$ cat src/jsu_pkg.sv
`timescale 1ns / 1ps
// ----------------------------------------------------------------------------
// jsu_pkg
// Shared codes, result types and helper functions for the JSON string
// unescaper.
// ----------------------------------------------------------------------------
package jsu_pkg;

	// operation codes of a request
	localparam logic [1:0] OP_START = 2'd0;
	localparam logic [1:0] OP_BYTE  = 2'd1;
	localparam logic [1:0] OP_END   = 2'd2;

	// decoder modes
	localparam logic [1:0] MODE_IDLE = 2'd0;
	localparam logic [1:0] MODE_BODY = 2'd1;
	localparam logic [1:0] MODE_ESC  = 2'd2;
	localparam logic [1:0] MODE_HEX  = 2'd3;

	// result kinds
	localparam logic [1:0] KIND_BYTE  = 2'd0;
	localparam logic [1:0] KIND_CLOSE = 2'd1;
	localparam logic [1:0] KIND_ERROR = 2'd2;

	// error codes
	localparam logic [2:0] ERR_NONE    = 3'd0;
	localparam logic [2:0] ERR_CONTROL = 3'd1;
	localparam logic [2:0] ERR_UNTERM  = 3'd2;
	localparam logic [2:0] ERR_ESC_END = 3'd3;
	localparam logic [2:0] ERR_UNKNOWN = 3'd4;
	localparam logic [2:0] ERR_BAD_HEX = 3'd5;
	localparam logic [2:0] ERR_SHORT_U = 3'd6;

	// characters of interest
	localparam logic [7:0] CH_QUOTE = 8'h22;
	localparam logic [7:0] CH_BSLASH = 8'h5C;
	localparam logic [7:0] CH_U = 8'h75;

	// utf-8 encoding limits and marks
	localparam logic [15:0] UTF8_MAX1 = 16'h007F;
	localparam logic [15:0] UTF8_MAX2 = 16'h07FF;
	localparam logic [7:0]  UTF8_LEAD2 = 8'hC0;
	localparam logic [7:0]  UTF8_LEAD3 = 8'hE0;
	localparam logic [7:0]  UTF8_CONT  = 8'h80;

	localparam int MAX_RESULTS = 3;

	typedef struct packed {
		logic [7:0] out_byte;
		logic [1:0] kind;
		logic [2:0] error_code;
	} result_t;

	// group of results caused by one request
	typedef struct packed {
		logic               valid;
		logic [1:0]         cnt;
		result_t [MAX_RESULTS-1:0] res;
	} group_t;

	// hex digit value, msb flags a valid digit
	function automatic logic [4:0] hex_value(input logic [7:0] c);
		logic [4:0] v;
		v = 5'd0;
		if (c >= 8'h30 && c <= 8'h39)
			v = {1'b1, 4'(c - 8'h30)};
		else if (c >= 8'h61 && c <= 8'h66)
			v = {1'b1, 4'(c - 8'h57)};
		else if (c >= 8'h41 && c <= 8'h46)
			v = {1'b1, 4'(c - 8'h37)};
		return v;
	endfunction

	// single-byte escape map, msb flags a known escape
	function automatic logic [8:0] esc_map(input logic [7:0] c);
		logic [8:0] m;
		case (c)
			8'h22:   m = {1'b1, 8'h22};
			8'h5C:   m = {1'b1, 8'h5C};
			8'h2F:   m = {1'b1, 8'h2F};
			8'h62:   m = {1'b1, 8'h08};
			8'h66:   m = {1'b1, 8'h0C};
			8'h6E:   m = {1'b1, 8'h0A};
			8'h72:   m = {1'b1, 8'h0D};
			8'h74:   m = {1'b1, 8'h09};
			default: m = 9'd0;
		endcase
		return m;
	endfunction

	function automatic result_t mk_result(input logic [7:0] b, input logic [1:0] k,
			input logic [2:0] e);
		result_t r;
		r.out_byte   = b;
		r.kind       = k;
		r.error_code = e;
		return r;
	endfunction

endpackage

$ cat src/jsu_item_if.sv
`timescale 1ns / 1ps
// ----------------------------------------------------------------------------
// jsu_item_if
// Request channel of the unescaper: operation and raw string byte.
// ----------------------------------------------------------------------------
interface jsu_item_if;
	logic       valid;
	logic       ready;
	logic [1:0] operation;
	logic [7:0] data_byte;

	modport source (output valid, operation, data_byte, input ready);
	modport sink (input valid, operation, data_byte, output ready);
endinterface

$ cat src/jsu_result_if.sv
`timescale 1ns / 1ps
// ----------------------------------------------------------------------------
// jsu_result_if
// Result channel of the unescaper: decoded byte, kind, error code and last.
// ----------------------------------------------------------------------------
interface jsu_result_if;
	logic       valid;
	logic       ready;
	logic [7:0] out_byte;
	logic [1:0] kind;
	logic [2:0] error_code;
	logic       last;

	modport source (output valid, out_byte, kind, error_code, last, input ready);
	modport sink (input valid, out_byte, kind, error_code, last, output ready);
endinterface

$ cat src/jsu_decode.sv
`timescale 1ns / 1ps
// ----------------------------------------------------------------------------
// jsu_decode
// Input register, decoder state and the single-pass decode of one request
// into a group of up to three results.
// ----------------------------------------------------------------------------
module jsu_decode (
	input  logic           clk,
	input  logic           arst_n,
	jsu_item_if.sink       item,
	input  logic           room,
	output jsu_pkg::group_t grp
);
	import jsu_pkg::*;

	logic        valid_s1;
	logic [1:0]  op_s1;
	logic [7:0]  byte_s1;

	logic [1:0]  mode_q;
	logic [1:0]  hex_q;
	logic [15:0] cp_q;

	logic [1:0]  mode_d;
	logic [1:0]  hex_d;
	logic [15:0] cp_d;
	logic [1:0]  cnt_d;
	result_t [MAX_RESULTS-1:0] res_d;

	logic        commit;
	logic        take;
	logic [4:0]  hv;
	logic [8:0]  em;
	logic [15:0] cp_new;
	logic        ctrl;

	assign hv     = hex_value(byte_s1);
	assign em     = esc_map(byte_s1);
	assign cp_new = {cp_q[11:0], hv[3:0]};
	assign ctrl   = (byte_s1[7:5] == 3'd0);

	// request commits once the result register has room, or at once if it gives no results
	assign commit     = valid_s1 && ((cnt_d == 2'd0) || room);
	assign item.ready = !valid_s1 || commit;
	assign take       = item.valid && item.ready;

	// decode of the held request
	always_comb begin
		mode_d = mode_q;
		hex_d  = hex_q;
		cp_d   = cp_q;
		cnt_d  = 2'd0;
		for (int i = 0; i < MAX_RESULTS; i++)
			res_d[i] = mk_result(8'd0, KIND_BYTE, ERR_NONE);
		case (op_s1)
			OP_START: begin
				mode_d = MODE_BODY;
				hex_d  = 2'd0;
				cp_d   = 16'd0;
			end
			OP_BYTE: begin
				case (mode_q)
					MODE_BODY: begin
						if (byte_s1 == CH_QUOTE) begin
							mode_d   = MODE_IDLE;
							cnt_d    = 2'd1;
							res_d[0] = mk_result(8'd0, KIND_CLOSE, ERR_NONE);
						end else if (byte_s1 == CH_BSLASH) begin
							mode_d = MODE_ESC;
						end else if (ctrl) begin
							mode_d   = MODE_IDLE;
							hex_d    = 2'd0;
							cp_d     = 16'd0;
							cnt_d    = 2'd1;
							res_d[0] = mk_result(8'd0, KIND_ERROR, ERR_CONTROL);
						end else begin
							cnt_d    = 2'd1;
							res_d[0] = mk_result(byte_s1, KIND_BYTE, ERR_NONE);
						end
					end
					MODE_ESC: begin
						if (byte_s1 == CH_U) begin
							mode_d = MODE_HEX;
							hex_d  = 2'd0;
							cp_d   = 16'd0;
						end else if (em[8]) begin
							mode_d   = MODE_BODY;
							cnt_d    = 2'd1;
							res_d[0] = mk_result(em[7:0], KIND_BYTE, ERR_NONE);
						end else begin
							mode_d   = MODE_IDLE;
							hex_d    = 2'd0;
							cp_d     = 16'd0;
							cnt_d    = 2'd1;
							res_d[0] = mk_result(8'd0, KIND_ERROR, ERR_UNKNOWN);
						end
					end
					MODE_HEX: begin
						if (byte_s1 == CH_QUOTE || ctrl || !hv[4]) begin
							mode_d = MODE_IDLE;
							hex_d  = 2'd0;
							cp_d   = 16'd0;
							cnt_d  = 2'd1;
							if (byte_s1 == CH_QUOTE)
								res_d[0] = mk_result(8'd0, KIND_ERROR, ERR_SHORT_U);
							else if (ctrl)
								res_d[0] = mk_result(8'd0, KIND_ERROR, ERR_CONTROL);
							else
								res_d[0] = mk_result(8'd0, KIND_ERROR, ERR_BAD_HEX);
						end else if (hex_q == 2'd3) begin
							// fourth digit: utf-8 encode the code point
							mode_d = MODE_BODY;
							hex_d  = 2'd0;
							cp_d   = 16'd0;
							if (cp_new <= UTF8_MAX1) begin
								cnt_d    = 2'd1;
								res_d[0] = mk_result(cp_new[7:0], KIND_BYTE, ERR_NONE);
							end else if (cp_new <= UTF8_MAX2) begin
								cnt_d    = 2'd2;
								res_d[0] = mk_result(UTF8_LEAD2 | {3'd0, cp_new[10:6]},
									KIND_BYTE, ERR_NONE);
								res_d[1] = mk_result(UTF8_CONT | {2'd0, cp_new[5:0]},
									KIND_BYTE, ERR_NONE);
							end else begin
								cnt_d    = 2'd3;
								res_d[0] = mk_result(UTF8_LEAD3 | {4'd0, cp_new[15:12]},
									KIND_BYTE, ERR_NONE);
								res_d[1] = mk_result(UTF8_CONT | {2'd0, cp_new[11:6]},
									KIND_BYTE, ERR_NONE);
								res_d[2] = mk_result(UTF8_CONT | {2'd0, cp_new[5:0]},
									KIND_BYTE, ERR_NONE);
							end
						end else begin
							hex_d = hex_q + 2'd1;
							cp_d  = cp_new;
						end
					end
					default: begin
					end
				endcase
			end
			OP_END: begin
				if (mode_q == MODE_BODY || mode_q == MODE_HEX || mode_q == MODE_ESC) begin
					mode_d   = MODE_IDLE;
					hex_d    = 2'd0;
					cp_d     = 16'd0;
					cnt_d    = 2'd1;
					res_d[0] = mk_result(8'd0, KIND_ERROR,
						(mode_q == MODE_ESC) ? ERR_ESC_END : ERR_UNTERM);
				end
			end
			default: begin
			end
		endcase
	end

	assign grp.valid = commit && (cnt_d != 2'd0);
	assign grp.cnt   = cnt_d;
	assign grp.res   = res_d;

	// input register control
	always_ff @(posedge clk or negedge arst_n) begin
		if (!arst_n) begin
			valid_s1 <= 1'b0;
		end else if (take) begin
			valid_s1 <= 1'b1;
		end else if (commit) begin
			valid_s1 <= 1'b0;
		end
	end

	// input register payload
	always_ff @(posedge clk) begin
		if (take) begin
			op_s1   <= item.operation;
			byte_s1 <= item.data_byte;
		end
	end

	// decoder state
	always_ff @(posedge clk or negedge arst_n) begin
		if (!arst_n) begin
			mode_q <= MODE_IDLE;
			hex_q  <= 2'd0;
			cp_q   <= 16'd0;
		end else if (commit) begin
			mode_q <= mode_d;
			hex_q  <= hex_d;
			cp_q   <= cp_d;
		end
	end

endmodule

$ cat src/jsu_emit.sv
`timescale 1ns / 1ps
// ----------------------------------------------------------------------------
// jsu_emit
// Result register holding one group of results and handing them out one per
// cycle while the result side is ready, marking the final one of the group.
// ----------------------------------------------------------------------------
module jsu_emit (
	input  logic            clk,
	input  logic            arst_n,
	input  jsu_pkg::group_t grp,
	output logic            room,
	jsu_result_if.source    result
);
	import jsu_pkg::*;

	result_t [MAX_RESULTS-1:0] res_q;
	logic [1:0] cnt_q;
	logic [1:0] idx_q;
	result_t    cur;
	logic       fire;
	logic       at_last;

	// pick the current result
	always_comb begin
		case (idx_q)
			2'd0:    cur = res_q[0];
			2'd1:    cur = res_q[1];
			default: cur = res_q[2];
		endcase
	end

	assign at_last = (idx_q == (cnt_q - 2'd1));
	assign fire    = result.valid && result.ready;
	assign room    = (cnt_q == 2'd0) || (fire && at_last);

	assign result.valid      = (cnt_q != 2'd0);
	assign result.out_byte   = cur.out_byte;
	assign result.kind       = cur.kind;
	assign result.error_code = cur.error_code;
	assign result.last       = at_last;

	// group count and read index
	always_ff @(posedge clk or negedge arst_n) begin
		if (!arst_n) begin
			cnt_q <= 2'd0;
			idx_q <= 2'd0;
		end else if (grp.valid) begin
			cnt_q <= grp.cnt;
			idx_q <= 2'd0;
		end else if (fire) begin
			if (at_last) begin
				cnt_q <= 2'd0;
				idx_q <= 2'd0;
			end else begin
				idx_q <= idx_q + 2'd1;
			end
		end
	end

	// group payload
	always_ff @(posedge clk) begin
		if (grp.valid)
			res_q <= grp.res;
	end

endmodule

$ cat src/json_string_unescape_utf8_core.sv
`timescale 1ns / 1ps
// Throughput: one request per cycle while each gives at most one result and
// the result side is ready; a request giving n results holds the result
// register until all n are handed out. The result register path (one result
// handed out per cycle while the result side is ready) sets the rate.
// Reset: asynchronous, clears the decoder to idle and empties both registers.
// ----------------------------------------------------------------------------
// json_string_unescape_utf8_core
// JSON string body unescaper with \u to UTF-8 encoding, one byte a request.
// ----------------------------------------------------------------------------
module json_string_unescape_utf8_core (
	input  logic         clk,
	input  logic         arst_n,
	jsu_item_if.sink     item,
	jsu_result_if.source result
);
	import jsu_pkg::*;

	group_t grp;
	logic   room;

	// decode stage
	jsu_decode u_decode (
		.clk    (clk),
		.arst_n (arst_n),
		.item   (item),
		.room   (room),
		.grp    (grp)
	);

	// result register
	jsu_emit u_emit (
		.clk    (clk),
		.arst_n (arst_n),
		.grp    (grp),
		.room   (room),
		.result (result)
	);

endmodule

$ cat src/flat_wrapper.sv
// flat-port wrapper written by rule: the top's interface ports become plain ports
module json_string_unescape_utf8_core_flat import jsu_pkg::*;
  (clk, arst_n, item_valid, item_operation, item_data_byte, item_ready, result_valid, result_out_byte, result_kind, result_error_code, result_last, result_ready);
  jsu_item_if item_i ();
  jsu_result_if result_i ();
  input  logic clk;
  input  logic arst_n;
  input wire logic [$bits(item_i.valid)-1:0] item_valid;
  input wire logic [$bits(item_i.operation)-1:0] item_operation;
  input wire logic [$bits(item_i.data_byte)-1:0] item_data_byte;
  output wire logic [$bits(item_i.ready)-1:0] item_ready;
  output wire logic [$bits(result_i.valid)-1:0] result_valid;
  output wire logic [$bits(result_i.out_byte)-1:0] result_out_byte;
  output wire logic [$bits(result_i.kind)-1:0] result_kind;
  output wire logic [$bits(result_i.error_code)-1:0] result_error_code;
  output wire logic [$bits(result_i.last)-1:0] result_last;
  input wire logic [$bits(result_i.ready)-1:0] result_ready;
  assign item_i.valid = item_valid;
  assign item_i.operation = item_operation;
  assign item_i.data_byte = item_data_byte;
  assign item_ready = item_i.ready;
  assign result_valid = result_i.valid;
  assign result_out_byte = result_i.out_byte;
  assign result_kind = result_i.kind;
  assign result_error_code = result_i.error_code;
  assign result_last = result_i.last;
  assign result_i.ready = result_ready;
  json_string_unescape_utf8_core u_core (.clk(clk), .arst_n(arst_n), .item(item_i), .result(result_i));
endmodule
$ cat config.mk
export PLATFORM = sky130hd
export DESIGN_NAME = json_string_unescape_utf8_core_flat
export DESIGN_NICKNAME = d
export VERILOG_FILES = /design/src/jsu_pkg.sv /design/src/jsu_item_if.sv /design/src/jsu_result_if.sv /design/src/jsu_decode.sv /design/src/jsu_emit.sv /design/src/json_string_unescape_utf8_core.sv /design/src/flat_wrapper.sv
export SDC_FILE = /design/constraint.sdc
export NUM_CORES = 1
export LEC_CHECK = 0
export ABC_CLOCK_PERIOD_IN_PS = 3200
export BUFFER_PORTS_ARGS = -buffer_cell sky130_fd_sc_hd__buf_2
export CORE_MARGIN = 2
export CORE_UTILIZATION = 25
export DETAILED_ROUTE_END_ITERATION = 7
export GPL_TIMING_DRIVEN = 0
export PLACE_DENSITY_LB_ADDON = 0.08
export SETUP_SLACK_MARGIN = 0.05
export SLEW_MARGIN = 20
export SYNTH_ARGS = -nofsm -noshare
export SYNTH_HDL_FRONTEND = slang
export SYNTH_SLANG_ARGS = --single-unit
export TNS_END_PERCENT = 5
$ cat constraint.sdc
create_clock -name clk -period 3.2 [get_ports clk]
set_input_delay 0 -clock clk [delete_from_list [all_inputs] [get_ports clk]]
set_output_delay 0 -clock clk [all_outputs]
set_load 0.1 [all_outputs]
### After elaboration in Yosys (flattened, before gate mapping)

Index checks and enable logic that the tools add are counted.

* register bits after elaboration: 70
* output and inout bits: 16
* input port bits: 14

* order comparisons: 8
* reductions and logical operators: 33
* bitwise gates (word level): 3
* add/subtract/negate cells: 6
* muxes and demuxes: 67
* eq/ne operators: 25

Operator list (count)
* 2-to-1 mux 13 bit: 9
* 2-to-1 mux 12 bit: 8
* case mux 12 bit (3 select lines): 2
* case mux 9 bit (8 select lines): 1
* equality test 8 x 7 -> 1 bit, second input constant: 7
* case mux 13 bit (2 select lines): 2
* 2-to-1 mux 2 bit: 22
* case mux 13 bit (3 select lines): 1
* case mux 2 bit (3 select lines): 5
* 2-to-1 mux 24 bit: 1
* 2-to-1 mux 5 bit: 4
* equality test 8 x 6 -> 1 bit, second input constant: 2
* greater-or-equal comparator 8 x 7 -> 1 bit, second input constant: 2
* less-or-equal comparator 16 x 11 -> 1 bit, second input constant: 1
* less-or-equal comparator 16 x 7 -> 1 bit, second input constant: 1
* less-or-equal comparator 8 x 7 -> 1 bit, second input constant: 2
* inequality test 4 bit, second input constant: 3
* nonzero test 2 bit: 5
* 2-to-1 mux 1 bit: 9
* inequality test 3 bit, second input constant: 3
* equality test 2 bit, second input constant: 4
* greater-or-equal comparator 8 x 6 -> 1 bit, second input constant: 1
* less-or-equal comparator 8 x 6 -> 1 bit, second input constant: 1
* logical AND 1 bit: 8
* other kinds (21): 38

### Logic depth before layout (Yosys ltp)

Gate-level depths: netlist of the first run.

* depth in word-level cells: 18
* depth in mapped cells: 11

### Modules after synthesis

Synthesis of the first run repeated with hierarchy kept, for this count alone.

* cell total of the unflattened synthesis: 376
* area total of the unflattened synthesis: 3957.5 um2

By module, submodules not included
* jsu_decode: instances 1, cells an instance 265, area an instance 2284.7 um2
* jsu_emit: instances 1, cells an instance 111, area an instance 1672.9 um2

### Least setup slack after synthesis of the first run

OpenSTA, ideal clock, no wires.

* path kind: register -> register
* from: reg u_core.u_decode.byte_s1[0]
* to: reg u_core.u_decode.byte_s1[0], enable pin
* stages on the path, launching flop included: 10
* setup time: 344 ps
* clock period less this slack: 3472 ps
* arrival time: 3129 ps
* data required time: 2856 ps
* setup slack: -272 ps
* path through: edfxtp_1 > inv_1 > ha_1 > o21bai_1 > a2111oi_4 > o21ai_0 > a31o_2 > a21oi_1 > or3b_1 > and2_1

* longest elaborated chain between the ends: 17
* elaborated cells on any way between the ends: 37

Ends and longest elaborated chain
* start, declared: RTL line jsu_decode.sv:18 `logic [7:0] byte_s1;`
* start signal, assigned: RTL line jsu_decode.sv:176 `byte_s1 <= item.data_byte;`
* greater-or-equal comparator 8 x 7 -> 1 bit or less-or-equal comparator 8 x 7 -> 1 bit (tied branches): RTL line jsu_pkg.sv:69 `else if (c >= 8'h41 && c <= 8'h46)`
* logical AND 1 bit: RTL line jsu_pkg.sv:69
* 2-to-1 mux 5 bit: RTL line jsu_pkg.sv:69
* 2-to-1 mux 5 bit: RTL line jsu_pkg.sv:67 `else if (c >= 8'h61 && c <= 8'h66)`
* 2-to-1 mux 5 bit: RTL line jsu_pkg.sv:65 `if (c >= 8'h30 && c <= 8'h39)`
* less-or-equal comparator 16 x 11 -> 1 bit: RTL line jsu_decode.sv:118 `end else if (cp_new <= UTF8_MAX2) begin`
* 2-to-1 mux 1 bit: RTL line jsu_decode.sv:118
* 2-to-1 mux 2 bit: RTL line jsu_decode.sv:115 `if (cp_new <= UTF8_MAX1) begin`
* [... 3 more ...]
* case mux 2 bit (2 select lines) *: RTL line jsu_decode.sv:55 `case (op_s1)`
* zero test 2 bit *: RTL line jsu_decode.sv:43 `assign commit = valid_s1 && ((cnt_d == 2'd0) || room);`
* logical OR 1 bit *: RTL line jsu_decode.sv:43
* logical AND 1 bit *: RTL line jsu_decode.sv:43
* logical OR 1 bit *: RTL line jsu_decode.sv:44 `assign item.ready = !valid_s1 || commit;`
* via item_ready: RTL line flat_wrapper.sv:11 `output wire logic [$bits(item_i.ready)-1:0] item_ready;`
* logical AND 1 bit *: RTL line jsu_decode.sv:45 `assign take = item.valid && item.ready;`
* via u_core.u_decode.take: RTL line jsu_decode.sv:31 `logic take;`

The timed path passes the listed nets; every way through them passes the cells marked *.
A chain may end at the register's enable or synchronous reset.

### Final worst setup path of the first run

* from: reg u_core.u_decode.byte_s1[7]
* to: reg u_core.u_decode.hex_q[0]

* longest elaborated chain between the ends: 16
* elaborated cells on any way between the ends: 49

Ends and longest elaborated chain
* greater-or-equal comparator 8 x 7 -> 1 bit or less-or-equal comparator 8 x 7 -> 1 bit (tied branches): RTL line jsu_pkg.sv:69
* logical AND 1 bit: RTL line jsu_pkg.sv:69
* 2-to-1 mux 5 bit: RTL line jsu_pkg.sv:69
* 2-to-1 mux 5 bit: RTL line jsu_pkg.sv:67
* 2-to-1 mux 5 bit: RTL line jsu_pkg.sv:65
* less-or-equal comparator 16 x 11 -> 1 bit: RTL line jsu_decode.sv:118
* 2-to-1 mux 1 bit: RTL line jsu_decode.sv:118
* 2-to-1 mux 2 bit: RTL line jsu_decode.sv:115
* 2-to-1 mux 2 bit: RTL line jsu_decode.sv:110 `end else if (hex_q == 2'd3) begin`
* 2-to-1 mux 2 bit: RTL line jsu_decode.sv:99 `if (byte_s1 == CH_QUOTE || ctrl || !hv[4]) begin`
* case mux 2 bit (3 select lines): RTL line jsu_decode.sv:62 `case (mode_q)`
* case mux 2 bit (2 select lines): RTL line jsu_decode.sv:55
* zero test 2 bit: RTL line jsu_decode.sv:43
* logical OR 1 bit: RTL line jsu_decode.sv:43
* logical AND 1 bit: RTL line jsu_decode.sv:43
* AND reduction 8 bit (no line)
* end signal, assigned: RTL line jsu_decode.sv:184 `hex_q <= 2'd0;`
* end signal, assigned: RTL line jsu_decode.sv:188 `hex_q <= hex_d;`
* end, declared: RTL line jsu_decode.sv:21 `logic [1:0] hex_q;`

Several ways; a longest one is shown, not always the timed one.

==> results.md, run 1 <==
- Status: complete, no violations
- I/O pins: 30
- DR WL/cell: ~17 um
- R2R Setup Slk: 0.14 ns
- Via count: 2977
- Synth Flop Type: edfxtp_1
- PnR worst setup slack: 0.136 ns
- Syn avg cell area: approximately 9.7 sq um
- HP Class: in2reg
- Power per cell area: 799 nW/um^2
- Initial antenna violation count: 0
- Worst-Margin Slew: 1.11 ns
- Syn_nets: 396
- RSZ-0062 raised after global routing: true
- Max clock buf depth: 2
- Kind of critical path: reg2reg
- Critical path arrival: 3.29 ns
- Fin crit share: 0.957
- Peak VDD IR: 0.426 mV
- Final setup vio count: 0
- Share of cells above drive strength 1: 0.206
- H-Tree Depth: 3
- Cell taking the most area after synthesis: edfxtp_1
- Mapped Cells: between 300 and 400
- # clock sinks: 58
- Post-DP Area: 3960 sq um
- Total track usage: 0.147
- Post-synthesis async set-or-reset flop share: 0.362
- Pre-Repair DR Iteration Count: 5
- CP Data Required Time: between 3 and 4 ns
- WHS: 0.154 ns
- Routability congestion estimate: 0.806
- Clock Pin Slew Worst Setup and Hold Paths: 0.06 ns
- Final ANT Viol Nets: 0
- Slew Viols, Final: 0
- Number of global-route vias before repair: slightly below 3000
- Starting density of the core: 0.257
- I/O Buffers: 29
- Die area: roughly 15000 sq um
- Max-slew headroom: 0.261
- Post-Syn Area: 3580 sq um
- WL final: between 10000 and 15000 um
- Register area share after synthesis: 0.457
- Max Cap Viol: 0
- Cell variety after synth: 61
- Std cell rows: 43
- Syn. warnings: 0
- First-pass GRT wire length: 16500 um
- Crit path max fanout: 10
- Minimum clock period: 3.06 ns
- CTS Buf Count: 9
- Routed vias/inst: a little under 5
- Worst-Skew Late Latency: 0.34 ns
- Total grt overflow: 0
- Die width: 124 um
- Fmax: roughly 330 MHz
- Area grow syn2layout: 25.4%
- Layout net count: 454
- Worst Setup Start Kind: register
- Clock skew: ~0.011 ns
- CP Capture Type: register
- Leak: 1.80 nW
- Largest net degree at the start of global routing: 28
- DP HPWL: 7430 um
- Root Driver: clkbuf_16
- Design area: 4490 sq um
- Placeable Area: 13900 sq um
- Hold Vio Cnt, Final: 0
- # diodes: 0
- Dpl ws: -0.412 ns
- # fillers: between 1000 and 1500
- Top cell type's share of synthesized area: 0.310
- Flops & latches, synth: 58
- Iter 0 DRT Violations: 225
- Die H: ~120 um
- Ranking of synthesized cells by area: edfxtp_1 (31%), dfrtp_1 (15%), nand2_1 (5.1%)
- Residual DRC: 0
- CTS tree: yes
- Number of synthesized flops with an enable pin: 37
sequential cells by signal, indices dropped and copies added, names as in the netlist:
register	count
u_core.u_decode.byte_s1	8
u_core.u_decode.cp_q	12
u_core.u_decode.hex_q	2
u_core.u_decode.mode_q	2
u_core.u_decode.op_s1	2
u_core.u_decode.valid_s1	1
u_core.u_emit.cnt_q	2
u_core.u_emit.idx_q	2
u_core.u_emit.res_q	27
critical path: stages, from the launching register on:
cell and delay (ns):
edfxtp_1 0.35, buf_4 0.18, or3b_1 0.41, nor4_4 0.50, o21ai_0 0.19, a31o_2 0.29
a21oi_2 0.30, nand2_2 0.20, buf_6 0.21, mux2_4 0.30
report_power, final:
group          switching [mW]  internal, mW
logic                    1.28         0.361
clock network           0.355         0.675
registers              0.0469         0.870
final timing paths:
kind                                             from                         to  cells after the start
max reg2reg                u_core.u_decode.byte_s1[7]   u_core.u_decode.hex_q[0]                      9
min reg2reg                  u_core.u_decode.hex_q[1]   u_core.u_decode.hex_q[1]                      1
min in group asynchronous                      arst_n  u_core.u_decode.mode_q[0]                      2
min                                      result_ready     u_core.u_emit.idx_q[0]                      4
max                        u_core.u_decode.byte_s1[7]   u_core.u_decode.hex_q[0]                      9
max in group asynchronous                      arst_n   u_core.u_decode.cp_q[10]                      2
layout by cell type, fill, tap and decap left out, types with 5 or more instances in the layout:
master / count
o21ai_0: 14
nor2_1: 42
ha_1: 11
buf_2: 32
a21oi_1: 14
nor3_1: 11
dfrtp_1: 21
clkbuf_16: 9
inv_1: 24
nand2_1: 49
nand3_1: 7
and3_1: 5
mux2i_1: 8
mux2_2: 5
edfxtp_1: 37
buf_4: 9
a22oi_1: 11
and2_1: 9
dlygate4sd3_1: 12
nand2b_1: 7
a211oi_1: 6
clkbuf_1: 7
Yosys cell counts (all sizes together) (2+ instances only):
master,instances
mux2,9
clkbuf,7
a21bo,2
nor3b,3
buf,10
a31oi,4
dfrtp,21
o211ai,2
and3,5
o311ai,2
or4,2
a211oi,6
nand3,7
nor2b,2
a2111oi,2
o21ai,14
nor2,44
nor4,7
nand2b,7
a32oi,3
edfxtp,37
mux2i,8
nand4,2
nor3,11
a22oi,11
nor4b,2
or3b,2
ha,12
nand2,50
xnor2,3
or3,4
and2,10
a31o,2
or2,2
inv,24
a21oi,17
per-layer routing:
metal,wire length (um),vias up,global-route usage
met5,0,-,0
met2,4550,74,0.218
met1,5080,1427,0.204
met4,285,0,0.0639
met3,444,18,0.0343
li1,-,1458,-
repair_timing:
action                                 CTS  global route
gates resized for setup                  5             7
hold buffers                            12             0
setup buffers                            7             0
endpoints found under the hold margin   32             0
setup endpoints to repair               56            41
pin swaps                                2             0
metrics by stage:
stage               cells   util  power, mW  TNS, ns
floorplan             370      -       2.26   -0.558
global placement      579  0.284       2.55   -21.88
detailed placement    579  0.284       2.55   -11.96
CTS                   613  0.320       3.62        0
global route          613  0.322       3.78        0
finish                613  0.322       3.59        0
logic make-up after synthesis:
kind of cell	share of synthesized area
fa+ha+maj	0.0419
mux	0.0548
flops	0.457
compound gates	0.154
xor+xnor	0.00734
buf+inv	0.0527
simple gates	0.233
layout make-up:
class / instances / area (sq um) / share of cell area
Buffer: 16 / 95.1 / 0.0212
Inverter: 24 / 90.1 / 0.0201
Clock inverter: 6 / 81.3 / 0.0181
Tap cell: 180 / 225 / 0.0502
Multi-Input combinational cell: 271 / 1810 / 0.403
Clock buffer: 10 / 229 / 0.0510
Sequential cell: 58 / 1640 / 0.364
Timing Repair Buffer: 48 / 324 / 0.0722
(Power assumes the default switching activity.)
==> run 2: changes to the inputs <==
Settings changed: REMOVE_ABC_BUFFERS set to 1.
==> run 2 against run 1 <==
  * Clock-buffer cell count unchanged
  * Combinational power decreased by 3%
  * Final cell count decreased by 1.5%
  * Routed wire length decreased by 1.2%
  * Critical endpoint is now item_ready
  * Largest power group unchanged
  * Sequential share of layout area increased by 0.45 points
  * Cell area decreased by 1.2%
  * Highest routed layer unchanged
==> results.md, run 2 (synthesis results as in run 1) <==
- Worst Setup Start Kind: register
- Commonest cells after routing, fill and taps aside: nand2_1 (49), nor2_1 (42), edfxtp_1 (37), buf_2 (28), inv_1 (24)
- Std cell rows: 43 (unchanged)
- DR WL/cell: 16.9 um (+0.28%)
- Largest net degree at the start of global routing: 28 (unchanged)
- Max Cap Viol: 0 (unchanged)
- WL final: 10200 um (-1.2%)
- CP Data Required Time: 3.20 ns (-0.22 ns)
- Number of global-route vias before repair: 2897 (-1.6%)
- Worst-Margin Slew: 1.09 ns (-0.0175 ns)
- Max clock buf depth: 2 (unchanged)
- Die area: 15300 sq um (unchanged)
- Fmax: 332 MHz (+1.6%)
- Clock skew: 0.0117 ns (+0.000283 ns)
- CP Capture Type: output pin
- Final ANT Viol Nets: 0 (unchanged)
- First-pass GRT wire length: 16200 um (-2.0%)
- Leak: 1.77 nW (-1.9%)
- Most flop-heavy register: u_core.u_emit.res_q
- Pre-Repair DR Iteration Count: 4 (-1)
- H-Tree Depth: 3 (unchanged)
- Total grt overflow: 0 (unchanged)
- DP HPWL: 7260 um (-2.3%)
- Via count: 2891 (-2.9%)
- Final setup vio count: 0 (unchanged)
- Die width: 124 um (unchanged)
- Share of cells above drive strength 1: 0.210 (+0.00436)
- Max-slew headroom: 0.265 (+0.00402)
- R2R Setup Slk: 0.21 ns (+0.07 ns)
- Placeable Area: 13900 sq um (unchanged)
- Iter 0 DRT Violations: 224 (-0.44%)
- Peak VDD IR: 0.318 mV (-25%)
- # diodes: 0 (unchanged)
- Post-DP Area: 3880 sq um (-2.0%)
- I/O pins: 30 (unchanged)
- Initial antenna violation count: 0 (unchanged)
- Fin crit share: 0.942 (-0.0151)
- Starting density of the core: 0.257 (unchanged)
- Most common cell after layout, fill and taps aside: nand2_1
- Kind of critical path: reg2out
- WHS: 0.162 ns (+0.00867 ns)
- Crit path max fanout: 10 (unchanged)
- Residual DRC: 0 (unchanged)
- Post-Layout Cell Count: 604 (-1.5%)
- Design area: 4440 sq um (-1.2%)
- RSZ-0062 raised after global routing: false
- Regs by FF count: u_core.u_emit.res_q (27), u_core.u_decode.cp_q (12), u_core.u_decode.byte_s1 (8)
- Worst-Skew Late Latency: 0.34 ns (about the same)
- Status: complete, no violations
- Hold Vio Cnt, Final: 0 (unchanged)
- # clock sinks: 58 (unchanged)
- Root Driver: clkbuf_16
- Largest register FFs: 27 (unchanged)
- CTS tree: yes
- Slew Viols, Final: 0 (unchanged)
- I/O Buffers: 29 (unchanged)
- Minimum clock period: 3.02 ns (-0.0484 ns)
- Die H: 124 um (unchanged)
- Area grow syn2layout: 23.8%
- Total track usage: 0.145 (-0.00216)
- Inst Count DP: 563 (-2.8%)
- CTS Buf Count: 9 (unchanged)
- Clock Pin Slew Worst Setup and Hold Paths: 0.05 ns (about the same)
- Routability congestion estimate: 0.795 (-1.4%)
- Routed vias/inst: 4.79 (-1.4%)
- Layout net count: 445 (-2.0%)
- Critical path arrival: 3.02 ns (-0.27 ns)
- Power per cell area: 773 nW/um^2 (-3.3%)
- HP Class: in2reg
[run 2: cell types whose count changed in the layout (fill, tap and decap cells not counted), sizes merged]
cell	change
clkinvlp	+1
clkinv	+1
clkbuf	-6
buf	-3
bufinv	-2
[run 2: timing repair]
item                                   CTS  global route
buffers inserted                         5             8
hold buffers                            12             0
pin swaps                                2             1
gates resized for setup                  7             5
setup endpoints to repair               27            28
endpoints found under the hold margin   32             0
[run 2: final cells by class]
type | count | area, sq um
repair buffers | 55 | 385
fillers | 1480 | 9500
flip-flops and latches | 58 | 1640
multi-input cells | 271 | 1830
clock inverters | 6 | 32.5
clock buffers | 10 | 239
inverters | 24 | 90.1
well taps | 180 | 225
[run 2: worst max-delay path: stages (launching register included)]
cell and delay [ns]:
edfxtp_1 0.57, or3b_1 0.47, nor4_4 0.27, buf_4 0.19
o21ai_0 0.10, a31o_2 0.29, a21oi_2 0.26, or3b_1 0.21
buf_4 0.30
[run 2: final timing paths]
kind / startpoint / end / cells past startpoint
max in group asynchronous: arst_n / u_core.u_decode.cp_q[2] / 2
min in group asynchronous: arst_n / u_core.u_decode.valid_s1 / 2
setup / recovery: u_core.u_decode.byte_s1[7] / item_ready / 8
setup reg to reg: u_core.u_decode.byte_s1[7] / u_core.u_decode.byte_s1[1] / 8
hold reg to reg: u_core.u_decode.hex_q[1] / u_core.u_decode.hex_q[1] / 1
hold / removal: result_ready / u_core.u_emit.idx_q[0] / 4
[run 2: layer usage]
| layer | vias to the layer above | GRT usage | routed length [um] |
|---|---|---|---|
| li1 | 1435 | - | - |
| met1 | 1402 | 0.195 | 5100 |
| met2 | 46 | 0.219 | 4630 |
| met3 | 8 | 0.0462 | 338 |
| met4 | 0 | 0.0504 | 157 |
| met5 | - | 0 | 0 |
[run 2: where the power goes]
part           total, mW  internal [mW]  switching [mW]
sequential         0.951          0.869          0.0823
clock              0.890          0.536           0.354
combinational       1.59          0.351            1.24
total               3.43           1.76            1.67
[run 2: metrics by stage]
step	power [mW]	TNS, ns	util	setup slack [ns]
after floorplan	2.23	-7.58	-	-0.273
after global routing	3.61	0	0.318	0.0606
after detailed placement	2.52	-6.39	0.279	-0.430
after CTS	3.46	0	0.312	0.0380
final	3.43	0	0.318	0.185
after global placement	2.52	-41.49	0.277	-1.35
==> run 3: changes to the inputs <==
Settings changed: CTS_BUF_LIST set to sky130_fd_sc_hd__clkbuf_2 sky130_fd_sc_hd__clkbuf_4 sky130_fd_sc_hd__clkbuf_8.
==> run 3 against run 2 <==
  * Clock power shrank 32%
  * Cell area decreased by 2.7%
  * Maximum frequency decreased by 1.0%
  * Clock-buffer cell count is the same
  * Register-to-register slack worse by 0.06 ns
  * Critical path depth increased by 1
  * Highest routed layer unchanged
==> results.md, run 3 (synthesis results as in run 1) <==
- Status: complete, no violations
- Die area: 15300 sq um (unchanged)
- R2R cell count: 9 (+1)
- HP Class: in2reg
- Kind of critical path: reg2reg
- Pre-Repair DR Iteration Count: 4 (unchanged)
- I/O pins: 30 (unchanged)
- Hold Vio Cnt, Final: 0 (unchanged)
- CTS Buf Count: 9 (unchanged)
- Routed vias/inst: 4.82 (+0.75%)
- Initial antenna violation count: 0 (unchanged)
- CP Capture Type: register
- Iter 0 DRT Violations: 234 (+4.5%)
- Number of global-route vias before repair: 2906 (+0.31%)
- Minimum clock period: 3.05 ns (+0.0306 ns)
- Crit path max fanout: 14 (+4)
- Share of cells above drive strength 1: 0.204 (-0.00611)
- Most common cell after layout, fill and taps aside: nand2_1
- # diodes: 0 (unchanged)
- H-Tree Depth: 3 (unchanged)
- Global routing met2 resource utilization: 0.220 (+0.00103)
- WL final: 10200 um (-0.51%)
- Largest net degree at the start of global routing: 28 (unchanged)
- DP HPWL: 7260 um (unchanged)
- DR WL/cell: 16.9 um (-0.18%)
- # clock sinks: 58 (unchanged)
- Die width: 124 um (unchanged)
- Fin crit share: 0.952 (+0.00956)
- Residual DRC: 0 (unchanged)
- Worst hold start: result_ready
- FF-to-FF Start: u_core.u_decode.byte_s1[1]
- Worst-Margin Slew: 1.10 ns (+0.0123 ns)
- PnR worst setup slack: 0.154 ns (-0.0306 ns)
- Layout net count: 443 (-0.45%)
- GR Util met1: 0.195 (-0.000286)
- Largest register FFs: 27 (unchanged)
- Reg-to-reg critical path endpoint: u_core.u_decode.cp_q[2]
- Area grow syn2layout: 20.5%
- Commonest cells after routing, fill and taps aside: nand2_1 (49), nor2_1 (42), edfxtp_1 (37), buf_2 (28), inv_1 (24)
- WHS: 0.140 ns (-0.0221 ns)
- Starting density of the core: 0.257 (unchanged)
- Leak: 1.71 nW (-3.1%)
- Max-slew headroom: 0.257 (-0.00829)
- Regs by FF count: u_core.u_emit.res_q (27), u_core.u_decode.cp_q (12), u_core.u_decode.byte_s1 (8)
- Routability congestion estimate: 0.795 (unchanged)
- GRT met3 Usage: 0.0462 (unchanged)
- First-pass GRT wire length: 16200 um (-0.13%)
- Peak VDD IR: 0.315 mV (-0.95%)
- R2R Setup Slk: 0.15 ns (-0.06 ns)
- Total track usage: 0.144 (-0.000680)
- Final ANT Viol Nets: 0 (unchanged)
- CTS tree: yes
- WHS Endpoint: u_core.u_emit.idx_q[0]
- Dpl ws: -0.430 ns (unchanged)
- Placeable Area: 13900 sq um (unchanged)
- Post-DP Area: 3880 sq um (unchanged)
- Setup tns final: 0 ns (unchanged)
- Max Cap Viol: 0 (unchanged)
- Fmax: 328 MHz (-1.0%)
- Slew Viols, Final: 0 (unchanged)
- Final setup vio count: 0 (unchanged)
- Power per cell area: 728 nW/um^2 (-5.8%)
- Clock Pin Slew Worst Setup and Hold Paths: 0.07 ns (+0.02 ns)
- RSZ-0062 raised after global routing: true
- Critical path arrival: 3.29 ns (+0.27 ns)
- Cells on Worst Hold Path: 4 (unchanged)
- I/O Buffers: 29 (unchanged)
- Root Driver: clkbuf_8
- Design area: 4320 sq um (-2.7%)
- Max clock buf depth: 2 (unchanged)
- Most flop-heavy register: u_core.u_emit.res_q
- Worst Setup Start Kind: register
- Clock skew: 0.0133 ns (+0.00155 ns)
- Via count: 2903 (+0.42%)
- CP Data Required Time: 3.44 ns (+0.24 ns)
- Worst-Skew Late Latency: 0.36 ns (+0.02 ns)
- Std cell rows: 43 (unchanged)
- Total grt overflow: 0 (unchanged)
- Top Usage Layer GRT: met2
- Die H: 124 um (unchanged)
run 3: final cells by class:
type | instances | area, sq um
sequential | 58 | 1640
timing repair buffer | 53 | 370
clock inverter | 6 | 32.5
multi-input combinational | 271 | 1820
inverter | 24 | 90.1
fill | 1487 | 9620
tap | 180 | 225
clock buffer | 10 | 138
run 3: timing repair:
action,in CTS,in global routing
pin swaps,2,0
hold endpoints to repair,32,0
resized for setup,7,4
hold buffers,12,0
endpoints found under the setup margin,27,20
cloned,0,0
buffers inserted,7,4
run 3: how the worst max path moves through the flow:
stage / from / endpoint / slack [ns] / depth (start not counted)
2_1_floorplan: u_core.u_decode.byte_s1[0] / u_core.u_decode.byte_s1[0] / -0.27 / 9
3_3_place_gp: u_core.u_decode.byte_s1[0] / u_core.u_emit.res_q[36] / -1.35 / 8
3_5_place_dp: u_core.u_decode.byte_s1[1] / u_core.u_decode.byte_s1[1] / -0.43 / 9
4_1_cts: u_core.u_decode.byte_s1[3] / item_ready / 0.05 / 7
5_1_grt: u_core.u_decode.byte_s1[1] / item_ready / 0.02 / 10
6_report: u_core.u_decode.byte_s1[1] / u_core.u_decode.cp_q[2] / 0.15 / 9
run 3: routing by layer:
metal  share of wire  vias up  routed length (um)
met3           0.040       10                 405
met2            0.45       57                4580
met5               0        -                   0
met1            0.49     1405                5000
li1                -     1431                   -
met4           0.019        0                 194
run 3: per-stage QoR:
stage / util / instances / power [mW]
2_1_floorplan: - / 353 / 2.23
3_3_place_gp: 0.277 / 562 / 2.52
3_5_place_dp: 0.279 / 563 / 2.52
4_1_cts: 0.306 / 598 / 3.18
5_1_grt: 0.310 / 602 / 3.33
6_report: 0.310 / 602 / 3.14
run 3: critical path: stages, from the launching register on:
cell      delay [ns]
edfxtp_1        0.41
buf_4           0.17
ha_1            0.22
nor2b_1         0.15
o311a_1         0.37
nor4_2          0.41
nand2_1         0.20
a311oi_4        0.42
nand2_4         0.23
mux2_4          0.34
run 3: power by group:
group | switching (mW) | internal (mW)
Clock | 0.315 | 0.293
Combinational | 1.24 | 0.348
Sequential | 0.0825 | 0.868
